### src/hdl/bezier_polyline_evaluator_assert.svh
// Assertion macros shared by the bezier polyline evaluator modules.
`ifndef BEZIER_POLYLINE_EVALUATOR_ASSERT_SVH
`define BEZIER_POLYLINE_EVALUATOR_ASSERT_SVH

// Check that an antecedent implies a consequent in the same cycle.
`define BPE_ASSERT_IMP(label, clk, rst, ante, cons) \
   label: assert property (@(posedge clk) disable iff (rst) (ante) |-> (cons)) \
      else $error("assertion failed");

// Check that an antecedent implies a consequent in the next cycle.
`define BPE_ASSERT_NEXT(label, clk, rst, ante, cons) \
   label: assert property (@(posedge clk) disable iff (rst) (ante) |=> (cons)) \
      else $error("assertion failed");

`endif

### src/hdl/bpe_pkg.sv
// Shared types, constants and codes of the bezier polyline evaluator.
package bpe_pkg;

   localparam int MaxSegments = 16;
   localparam int SegBits     = 4;
   localparam int FracBits    = 16;
   localparam int PBits       = FracBits + 1;
   localparam logic [PBits-1:0] POne = PBits'(1) << FracBits;

   localparam logic [1:0] REQ_LOAD_POINT = 2'd0;
   localparam logic [1:0] REQ_LOAD_BREAK = 2'd1;
   localparam logic [1:0] REQ_EVAL_POS   = 2'd2;
   localparam logic [1:0] REQ_EVAL_DER   = 2'd3;

   localparam logic [1:0] ST_OK    = 2'd0;
   localparam logic [1:0] ST_RANGE = 2'd1;
   localparam logic [1:0] ST_SPAN  = 2'd2;

   typedef enum logic [3:0] {
      S_IDLE, S_LOAD, S_SEARCH, S_BASE, S_DIV, S_WEIGHT, S_MAC, S_DDIV, S_SAT, S_DONE
   } state_type;

   // Commands from the controller to the datapath.
   typedef struct packed {
      logic capture;   // latch request fields
      logic do_load;   // write stores
      logic srch_init;
      logic srch_step;
      logic base_get;
      logic div_init;
      logic div_step;
      logic wgt_step;
      logic mac_step;
      logic ddiv_init;
      logic ddiv_step;
      logic sat;
      logic emit;
   } cmd_type;

   // Status from the datapath to the controller.
   typedef struct packed {
      logic load_bad;
      logic srch_done;
      logic span_bad;
      logic div_done;
      logic wgt_done;
      logic mac_done;
      logic ddiv_done;
      logic is_der;
      logic is_load;
   } stat_type;

endpackage

### src/hdl/bpe_ctrl.sv
// Controller state machine of the bezier polyline evaluator.
module bpe_ctrl (
   input  logic               clock,
   input  logic               reset,
   input  logic               start,
   output logic               busy,
   input  bpe_pkg::stat_type  stat,
   output bpe_pkg::cmd_type   cmd
);

   bpe_pkg::state_type state_ff, state_in;

   // Advance state.
   always_ff @(posedge clock) begin
      if (reset) begin
         state_ff <= bpe_pkg::S_IDLE;
      end else begin
         state_ff <= state_in;
      end
   end

   // Next state.
   always_comb begin
      state_in = state_ff;
      case (state_ff)
         bpe_pkg::S_IDLE:   if (start) state_in = bpe_pkg::S_LOAD;
         bpe_pkg::S_LOAD:   state_in = stat.is_load ? bpe_pkg::S_DONE : bpe_pkg::S_SEARCH;
         bpe_pkg::S_SEARCH: if (stat.srch_done) state_in = bpe_pkg::S_BASE;
         bpe_pkg::S_BASE:   state_in = stat.span_bad ? bpe_pkg::S_DONE : bpe_pkg::S_DIV;
         bpe_pkg::S_DIV:    if (stat.div_done) state_in = bpe_pkg::S_WEIGHT;
         bpe_pkg::S_WEIGHT: if (stat.wgt_done) state_in = bpe_pkg::S_MAC;
         bpe_pkg::S_MAC: begin
            if (stat.mac_done) state_in = stat.is_der ? bpe_pkg::S_DDIV : bpe_pkg::S_SAT;
         end
         bpe_pkg::S_DDIV:   if (stat.ddiv_done) state_in = bpe_pkg::S_SAT;
         bpe_pkg::S_SAT:    state_in = bpe_pkg::S_DONE;
         bpe_pkg::S_DONE:   state_in = bpe_pkg::S_IDLE;
         default:           state_in = bpe_pkg::S_IDLE;
      endcase
   end

   // Outputs.
   always_comb begin
      cmd = '0;
      busy = (state_ff != bpe_pkg::S_IDLE);
      case (state_ff)
         bpe_pkg::S_IDLE:   cmd.capture = start;
         bpe_pkg::S_LOAD: begin
            cmd.do_load = stat.is_load;
            cmd.srch_init = !stat.is_load;
         end
         bpe_pkg::S_SEARCH: cmd.srch_step = 1'b1;
         bpe_pkg::S_BASE: begin
            cmd.base_get = 1'b1;
            cmd.div_init = 1'b1;
         end
         bpe_pkg::S_DIV:    cmd.div_step = 1'b1;
         bpe_pkg::S_WEIGHT: cmd.wgt_step = 1'b1;
         bpe_pkg::S_MAC: begin
            cmd.mac_step = 1'b1;
            cmd.ddiv_init = stat.mac_done;
         end
         bpe_pkg::S_DDIV:   cmd.ddiv_step = 1'b1;
         bpe_pkg::S_SAT:    cmd.sat = 1'b1;
         bpe_pkg::S_DONE:   cmd.emit = 1'b1;
         default:           cmd = '0;
      endcase
   end

`include "bezier_polyline_evaluator_assert.svh"
   `BPE_ASSERT_NEXT(a_done_idle, clock, reset, state_ff == bpe_pkg::S_DONE, state_ff == bpe_pkg::S_IDLE)
   `BPE_ASSERT_IMP(a_emit_busy, clock, reset, cmd.emit, busy)
   `BPE_ASSERT_NEXT(a_start_busy, clock, reset, start && !busy, busy)

endmodule

### config.mk
export PLATFORM = sky130hd
export DESIGN_NAME = bpe_ctrl
export DESIGN_NICKNAME = d
export VERILOG_FILES = /design/src/hdl/bpe_pkg.sv /design/src/hdl/bpe_ctrl.sv
export VERILOG_INCLUDE_DIRS = /design/src /design/src/hdl
export SDC_FILE = /design/constraint.sdc
export NUM_CORES = 1
export LEC_CHECK = 0
export BUFFER_PORTS_ARGS = -buffer_cell sky130_fd_sc_hd__buf_2
export CAP_MARGIN = 30
export CELL_PAD_IN_SITES_DETAIL_PLACEMENT = 1
export CELL_PAD_IN_SITES_GLOBAL_PLACEMENT = 2
export CORE_UTILIZATION = 24
export CTS_CLUSTER_DIAMETER = 30
export DETAILED_ROUTE_END_ITERATION = 10
export PLACE_DENSITY = 0.81
export SETUP_SLACK_MARGIN = 0.5
export SKIP_LAST_GASP = 1
export SLEW_MARGIN = 20
export SYNTH_ARGS = -nofsm -noshare
export SYNTH_HDL_FRONTEND = slang
export SYNTH_SLANG_ARGS = --single-unit
### constraint.sdc
create_clock -name clock -period 3.44 [get_ports clock]
set_clock_uncertainty 0.2 [all_clocks]
set_input_delay 0.516 -clock clock [delete_from_list [all_inputs] [get_ports clock]]
set_output_delay 0.516 -clock clock [all_outputs]
set_load 0.01 [all_outputs]
---- Word-level counts from Yosys, hierarchy flattened ----
Index checks and enable logic that the tools add are counted.
operators by class
  eq/ne operators ......................... 15
  mux-type cells .......................... 20
  reductions and logical operators ........ 4
operators with widths
  kind                                                 number
  two-way mux 4 bit                                    9
  case mux 4 bit (9 select lines)                      1
  equality test 4 x 3 -> 1 bit, second input constant  4
  != test 2 bit, second input constant                 6
  equality test 4 x 2 -> 1 bit, second input constant  2
  equality test 4 bit, second input constant           2
  two-way mux 1 bit                                    7
  two-way mux 2 bit                                    3
  AND reduction 6 bit                                  1
  equality test 4 x 1 -> 1 bit, second input constant  1
  zero test 4 bit                                      1
  nonzero test 4 bit                                   1
  zero test 1 bit                                      1
storage, ports and cells
  register bits ........................... 4
  output and inout bits ................... 14
  logic and storage cells ................. 40

---- Logic depth before layout (Yosys ltp) ----
Gate-level depths: netlist of run 1.
  depth in word-level cells ............... 3
  depth in mapped cells ................... 6
  depth with buffers taken out ............ 4

---- Worst setup path after synthesis of run 1 ----
No wires, ideal clock.
  path type ............................... flip-flop to output port
  from .................................... register state_ff[2]
  to ...................................... output port cmd[11] (netlist name)
  data arrival time ....................... 1.273 ns
  path slack .............................. 1.451 ns
  cell stages (with the launch flop) ...... 5
  buffers on the path ..................... 2
  cell sequence ........................... dfxtp_1 buf_6 clkbuf_1 nand2b_1 nor4b_1
RTL lines
  what                      line            RTL
  start: declaration        bpe_ctrl.sv:11  bpe_pkg::state_type state_ff, state_in;
  start signal: assignment  bpe_ctrl.sv:16  state_ff <= bpe_pkg::S_IDLE;
  start signal: assignment  bpe_ctrl.sv:18  state_ff <= state_in;
  end: declaration          bpe_ctrl.sv:8   output bpe_pkg::cmd_type cmd

==> results of run 1 <==
path summary, 6_finish.rpt:
check	to	slack (ns)	cells after the start
max reg2reg	state_ff[0]$_SDFFE_PP0P_	1.47	4
max	cmd[11]	0.97	3
min	state_ff[1]$_SDFFE_PP0P_	0.28	2
min reg2reg	state_ff[1]$_SDFFE_PP0P_	0.63	2
power breakdown:
group / switching, mW / internal, mW / total (mW) / leakage (nW)
Sequential: 0.0691 / 0.0591 / 0.128 / 0.0327
Clock: 0.0202 / 0.0391 / 0.0593 / 0.0138
Combinational: 0.0911 / 0.0974 / 0.189 / 0.254
Total: 0.180 / 0.196 / 0.376 / 0.301
kinds of logic (layout without fill, tap and decap cells):
group,count (synthesis),after routing,share of synthesized area (%)
AND/OR/NAND/NOR,43,43,47.87
AO/OA/AOI/OAI,17,17,22.04
flip-flops,4,4,15.17
buffers and inverters,11,30,12.80
multiplexers,1,1,2.133
through the flow:
step	power [mW]	hold slack [ns]	std cells	instance area, um2
4_1_cts	0.3787	0.2737	122	648.1
6_report	0.3760	0.2767	122	648.1
3_3_place_gp	0.3172	0.5218	119	625.6
5_1_grt	0.4148	0.2708	122	648.1
2_1_floorplan	0.2745	0.3851	76	528.0
3_5_place_dp	0.3176	0.5212	119	625.6
Yosys cell counts:
library cell,number
nand2b_1,8
nor2_1,8
nor3_1,8
a21oi_1,5
dfxtp_1,4
nand2_1,4
buf_4,3
clkbuf_1,3
inv_1,3
nand3b_1,3
o21ai_0,3
and3b_1,2
buf_6,2
nor4_1,2
o31ai_1,2
a211o_1,1
a21oi_2,1
a311o_1,1
a31oi_1,1
and2_1,1
and3_1,1
mux2_1,1
nand3_1,1
nand4bb_1,1
nor2b_1,1
nor3_2,1
nor4b_1,1
o211a_1,1
o211ai_1,1
o32a_1,1
or4_4,1
final cells by class:
type | count | area share (%)
inverter | 3 | 1.737
tap | 27 | 5.212
timing repair buffer | 24 | 18.53
sequential | 4 | 12.36
multi-input combinational | 61 | 58.69
clock buffer | 3 | 3.475
critical path, stage by stage, from the launching register on:
cell and delay [ns]:
dfxtp_1 0.80, nand2b_1 0.23, nor4b_1 0.31, buf_2 0.18
metal layers:
| metal | vias up | GRT usage, % | wire length, um |
|---|---|---|---|
| met5 | - | 0 | 0 |
| met2 | 14 | 16.44 | 678 |
| met3 | 0 | 1.869 | 39 |
| met4 | 0 | 2.941 | 0 |
| met1 | 280 | 19.70 | 736 |
| li1 | 310 | - | - |
==> impl_metrics.env, run 1 <==
export IMPL_run_status="finished clean"
export IMPL_via_count=604
export IMPL_fin_crit_ns=2.467
export IMPL_ctsHoldBuffers=0
export IMPL_io_pin_count=26
export IMPL_most_common_layout_cells="buf_2 (24), nor3_1 (8), nand2b_1 (8), nor2_1 (8), a21oi_1 (5)"
export IMPL_crit_arrival_ns=1.75
export IMPL_grt_first_pass_wirelength_um=2373
export IMPL_syn_area_um2=528.0
export IMPL_insertion_delay_ns=0.23
export IMPL_die_w_um=48.91
export IMPL_antenna_left=0
export IMPL_synth_seq_area_share_pct=15.17
export IMPL_h_tree_depth=1
export IMPL_synthDistinctLibCells=31
export IMPL_ys_ff_latch=4
export IMPL_critPathRequiredTime_ns=2.72
export IMPL_drv_slew=0
export IMPL_clkTransAtPathRegs_ns=0.04
export IMPL_wl_um=1454
export IMPL_setup_viol=0
export IMPL_syn_nets=88
export IMPL_largest_reg_flops=4
export IMPL_drtIter0Drc=5
export IMPL_critPathMaxFanout=24
export IMPL_antenna_found_initial=0
export IMPL_routedWlPerCell_um=11.92
export IMPL_core_area_um2=2022
export IMPL_rsz0062_at_grt="false"
export IMPL_multi_input_area_um2=380.4
export IMPL_tritoncts="done"
export IMPL_relSlewSlack_pct=49.42
export IMPL_startpoint="state_ff[0]$_SDFFE_PP0P_"
export IMPL_start_util_pct=26.11
export IMPL_cts_sinks=4
export IMPL_yosysTopAreaCell="dfxtp_1"
export IMPL_worst_slack_ns=0.9726
export IMPL_regArea_um2=80.08
export IMPL_critical_path_class="register to output pin"
export IMPL_grt_max_degree=25
export IMPL_drtPass1Iterations=4
export IMPL_top_regs="state_ff x4"
export IMPL_hold_viol=0
export IMPL_top_register="state_ff"
export IMPL_post_route_util_pct=32.05
export IMPL_maxCapViolCount=0
export IMPL_worst_setup_path_end_kind="output pin"
export IMPL_syn2layout_area_growth_pct=22.75
export IMPL_final_nets=109
export IMPL_fin_crit_sh_pct=71.73
export IMPL_ir_drop_uv=249.6
export IMPL_die_height_um=48.91
export IMPL_synthTopCellsByArea="dfxtp_1 (15%), nand2b_1 (9.5%), nor3_1 (7.6%)"
export IMPL_rows=16
export IMPL_critPathLaunchType="register"
export IMPL_via_per_inst=4.951
export IMPL_leakagePower_nw=0.3009
export IMPL_hp_class="input pin to register"
export IMPL_die_area_um2=2392
export IMPL_gp_congestion=0.7905
export IMPL_fmax_ghz=0.4053
export IMPL_track_usage_pct=12.27
export IMPL_yosys_area_top_type_share_pct=15.17
export IMPL_grt_pass1_vias=500
export IMPL_fin_tns_setup_ns=0
export IMPL_synth_cells=76
export IMPL_power_density_nw_per_um2=580.2
export IMPL_gr_total_overflow=0
export IMPL_postCtsSetupBuffers=0
export IMPL_hpwl_um=1044
export IMPL_cts_buffers=3
export IMPL_cts_resized_gates=0
export IMPL_synth_warnings=0
export IMPL_cts_max_path_buffers=2
export IMPL_avgSynthCellArea_um2=6.947
export IMPL_worst_pin_slew_ns=0.7577
export IMPL_post_route_drc_count=0
export IMPL_pre_cts_ws_ns=1.237
export IMPL_io_buffers=24
export IMPL_hold_start="reset"
export IMPL_num_antenna_cells=0
export IMPL_final_common_cell="buf_2"
export IMPL_cts_root_buffer="clkbuf_4"
export IMPL_drive_gt1_share_pct=31.58
export IMPL_r2r_start="state_ff[0]$_SDFFE_PP0P_"
export IMPL_fillers=269
Note: power is estimated with default switching activity, not from simulation.
==> run 2: changes to the inputs <==
- ABC_AREA: default -> 1
- CORE_UTILIZATION: 24 -> 18
- PLACE_DENSITY: 0.81 -> 0.72
- clock period: 3.44 -> 2.6 ns (I/O delays scaled with it)
==> run 2 against run 1 <==
Via count fell by 7.6%. Clock-buffer cell count did not move. Power rose by 2.3%. Sequential power fell by 27%. Largest power group unchanged. Synthesized cell count rose by 2.6%. Sequential cell count did not move. Non-clock buffer count did not move. Critical path type unchanged. Sequential share of layout area rose by 0.76 points. Worst hold slack got worse by 0.11 ns. First-iteration DRC count did not move. Global-route usage fell by 0.79 points.
==> impl_metrics.env, run 2 <==
export IMPL_ys_ff_latch=4
export IMPL_hold_viol=0
export IMPL_die_height_um=51.47
export IMPL_h_tree_depth=1
export IMPL_num_antenna_cells=0
export IMPL_syn_nets=90
export IMPL_grt_max_degree=9
export IMPL_io_pin_count=26
export IMPL_antenna_found_initial=0
export IMPL_grt_first_pass_wirelength_um=2380
export IMPL_drtIter0Drc=5
export IMPL_cts_max_path_buffers=2
export IMPL_hpwl_um=1154
export IMPL_critical_path_class="register to output pin"
export IMPL_synth_cells=78
export IMPL_largest_reg_flops=4
export IMPL_fillers=323
export IMPL_final_common_cell="buf_2"
export IMPL_avgSynthCellArea_um2=5.646
export IMPL_cts_resized_gates=0
export IMPL_yosys_area_top_type_share_pct=18.18
export IMPL_critPathMaxFanout=6
export IMPL_rows=17
export IMPL_rsz0062_at_grt="false"
export IMPL_gr_total_overflow=0
export IMPL_io_buffers=24
export IMPL_ir_drop_uv=202.1
export IMPL_hp_class="input pin to register"
export IMPL_run_status="finished clean"
export IMPL_insertion_delay_ns=0.23
export IMPL_drtPass1Iterations=4
export IMPL_synthDistinctLibCells=20
export IMPL_hold_ws_ns=0.1634
export IMPL_fin_crit_ns=1.911
export IMPL_via_count=558
export IMPL_ctsHoldBuffers=0
export IMPL_fmax_ghz=0.5234
export IMPL_power_density_nw_per_um2=630.2
export IMPL_syn2layout_area_growth_pct=38.64
export IMPL_top_regs="state_ff x4"
export IMPL_yosys_top_cells_count="inv_1 (17), nand2_1 (16), nand3_1 (11), nor2_1 (6), dfxtp_1 (4)"
export IMPL_routedWlPerCell_um=10.22
export IMPL_critPathRequiredTime_ns=2.01
export IMPL_antenna_left=0
export IMPL_grt_pass1_vias=566
export IMPL_synth_most_common_cell="inv_1"
export IMPL_die_area_um2=2649
export IMPL_r2r_start="state_ff[1]$_SDFFE_PP0P_"
export IMPL_setup_viol=0
export IMPL_yosysTopAreaCell="dfxtp_1"
export IMPL_fin_crit_sh_pct=73.49
export IMPL_fin_tns_setup_ns=0
export IMPL_syn_area_um2=440.4
export IMPL_start_util_pct=19.53
export IMPL_hold_start="reset"
export IMPL_final_nets=118
export IMPL_startpoint="state_ff[1]$_SDFFE_PP0P_"
export IMPL_worst_setup_path_end_kind="output pin"
export IMPL_clkTransAtPathRegs_ns=0.04
export IMPL_cts_buffers=3
export IMPL_critPathLaunchType="register"
export IMPL_most_common_layout_cells="buf_2 (24), inv_1 (17), nand2_1 (16), nand3_1 (11), nor2_1 (6)"
export IMPL_synth_edff_count=0
export IMPL_maxCapViolCount=0
export IMPL_die_w_um=51.47
export IMPL_ys_async_sr_fraction_pct=0
export IMPL_via_per_inst=4.227
export IMPL_cts_root_buffer="clkbuf_4"
export IMPL_worst_pin_slew_ns=0.3704
export IMPL_crit_arrival_ns=1.32
export IMPL_leakagePower_nw=0.4030
export IMPL_tritoncts="done"
export IMPL_wl_um=1349
export IMPL_post_route_drc_count=0
export IMPL_synth_warnings=0
export IMPL_core_area_um2=2255
export IMPL_cts_sinks=4
export IMPL_postCtsSetupBuffers=0
export IMPL_drive_gt1_share_pct=36.54
export IMPL_top_register="state_ff"
export IMPL_synth_seq_area_share_pct=18.18
export IMPL_ys_flop_type="dfxtp_1"
export IMPL_gp_congestion=0.6991
export IMPL_drv_slew=0
export IMPL_track_usage_pct=11.48
export IMPL_relSlewSlack_pct=75.21
export IMPL_synthTopCellsByArea="dfxtp_1 (18%), inv_1 (14%), nand2_1 (14%)"
## run 2: cell types whose count changed in the layout (fill, tap and decap cells not counted), moves of 5 or more
| cell | delta |
|---|---|
| nand3_1 | +10 |
| nand2_1 | +12 |
| nand2b_1 | -8 |
| nor3_1 | -5 |
| inv_1 | +14 |
## run 2: area by class of cell
class / count / area, um2 / share of cell area, %
Clock buffer: 3 / 22.52 / 3.689
Inverter: 20 / 75.07 / 12.30
Multi-Input combinational cell: 53 / 277.8 / 45.49
Sequential cell: 4 / 80.08 / 13.11
Tap cell: 28 / 35.03 / 5.738
Timing Repair Buffer: 24 / 120.1 / 19.67
## run 2: cell families after synthesis
logic type      share of synthesized area (%)
simple gates                            55.68
buf+inv                                 18.75
compound gates                          7.386
flops                                   18.18
## run 2: worst max-delay path: stages, from the launching register on
cell and delay, ns:
dfxtp_1 0.45, inv_1 0.09, nor2_2 0.18, nand2_1 0.13, nor2_1 0.10, buf_2 0.13
## run 2: final timing paths
check / endpoint / slack [ns] / depth (start not counted)
max: cmd[3] / 0.69 / 5
min: state_ff[0]$_SDFFE_PP0P_ / 0.16 / 2
max reg2reg: state_ff[0]$_SDFFE_PP0P_ / 1.03 / 7
min reg2reg: state_ff[2]$_SDFFE_PP0P_ / 0.32 / 2
## run 2: report_power, final
part           switching, mW  leakage [nW]  internal, mW  total, mW
Clock                 0.0245        0.0138        0.0516     0.0761
Combinational          0.136         0.357        0.0787      0.215
Sequential            0.0199        0.0327        0.0741     0.0939
## run 2: through the flow
stage | total power, mW | utilization, % | setup WS, ns | instances | instance area [um2]
after global routing | 0.4217 | 27.08 | 0.5336 | 132 | 610.6
after floorplan | 0.2422 | - | 1.099 | 78 | 440.4
final | 0.3848 | 27.08 | 0.6892 | 132 | 610.6
after detailed placement | 0.3128 | 26.08 | 0.9242 | 129 | 588.1
after CTS | 0.3909 | 27.08 | 0.6702 | 132 | 610.6
after global placement | 0.3111 | 26.08 | 0.9569 | 129 | 588.1
## run 2: per-layer routing
metal | vias up | global-route usage, % | part of all wire, %
met3 | 0 | 0.2976 | 3.6
met1 | 254 | 14.64 | 44
met2 | 12 | 21.00 | 53
met5 | - | 0 | 0
met4 | 0 | 2.703 | 0
li1 | 292 | - | -
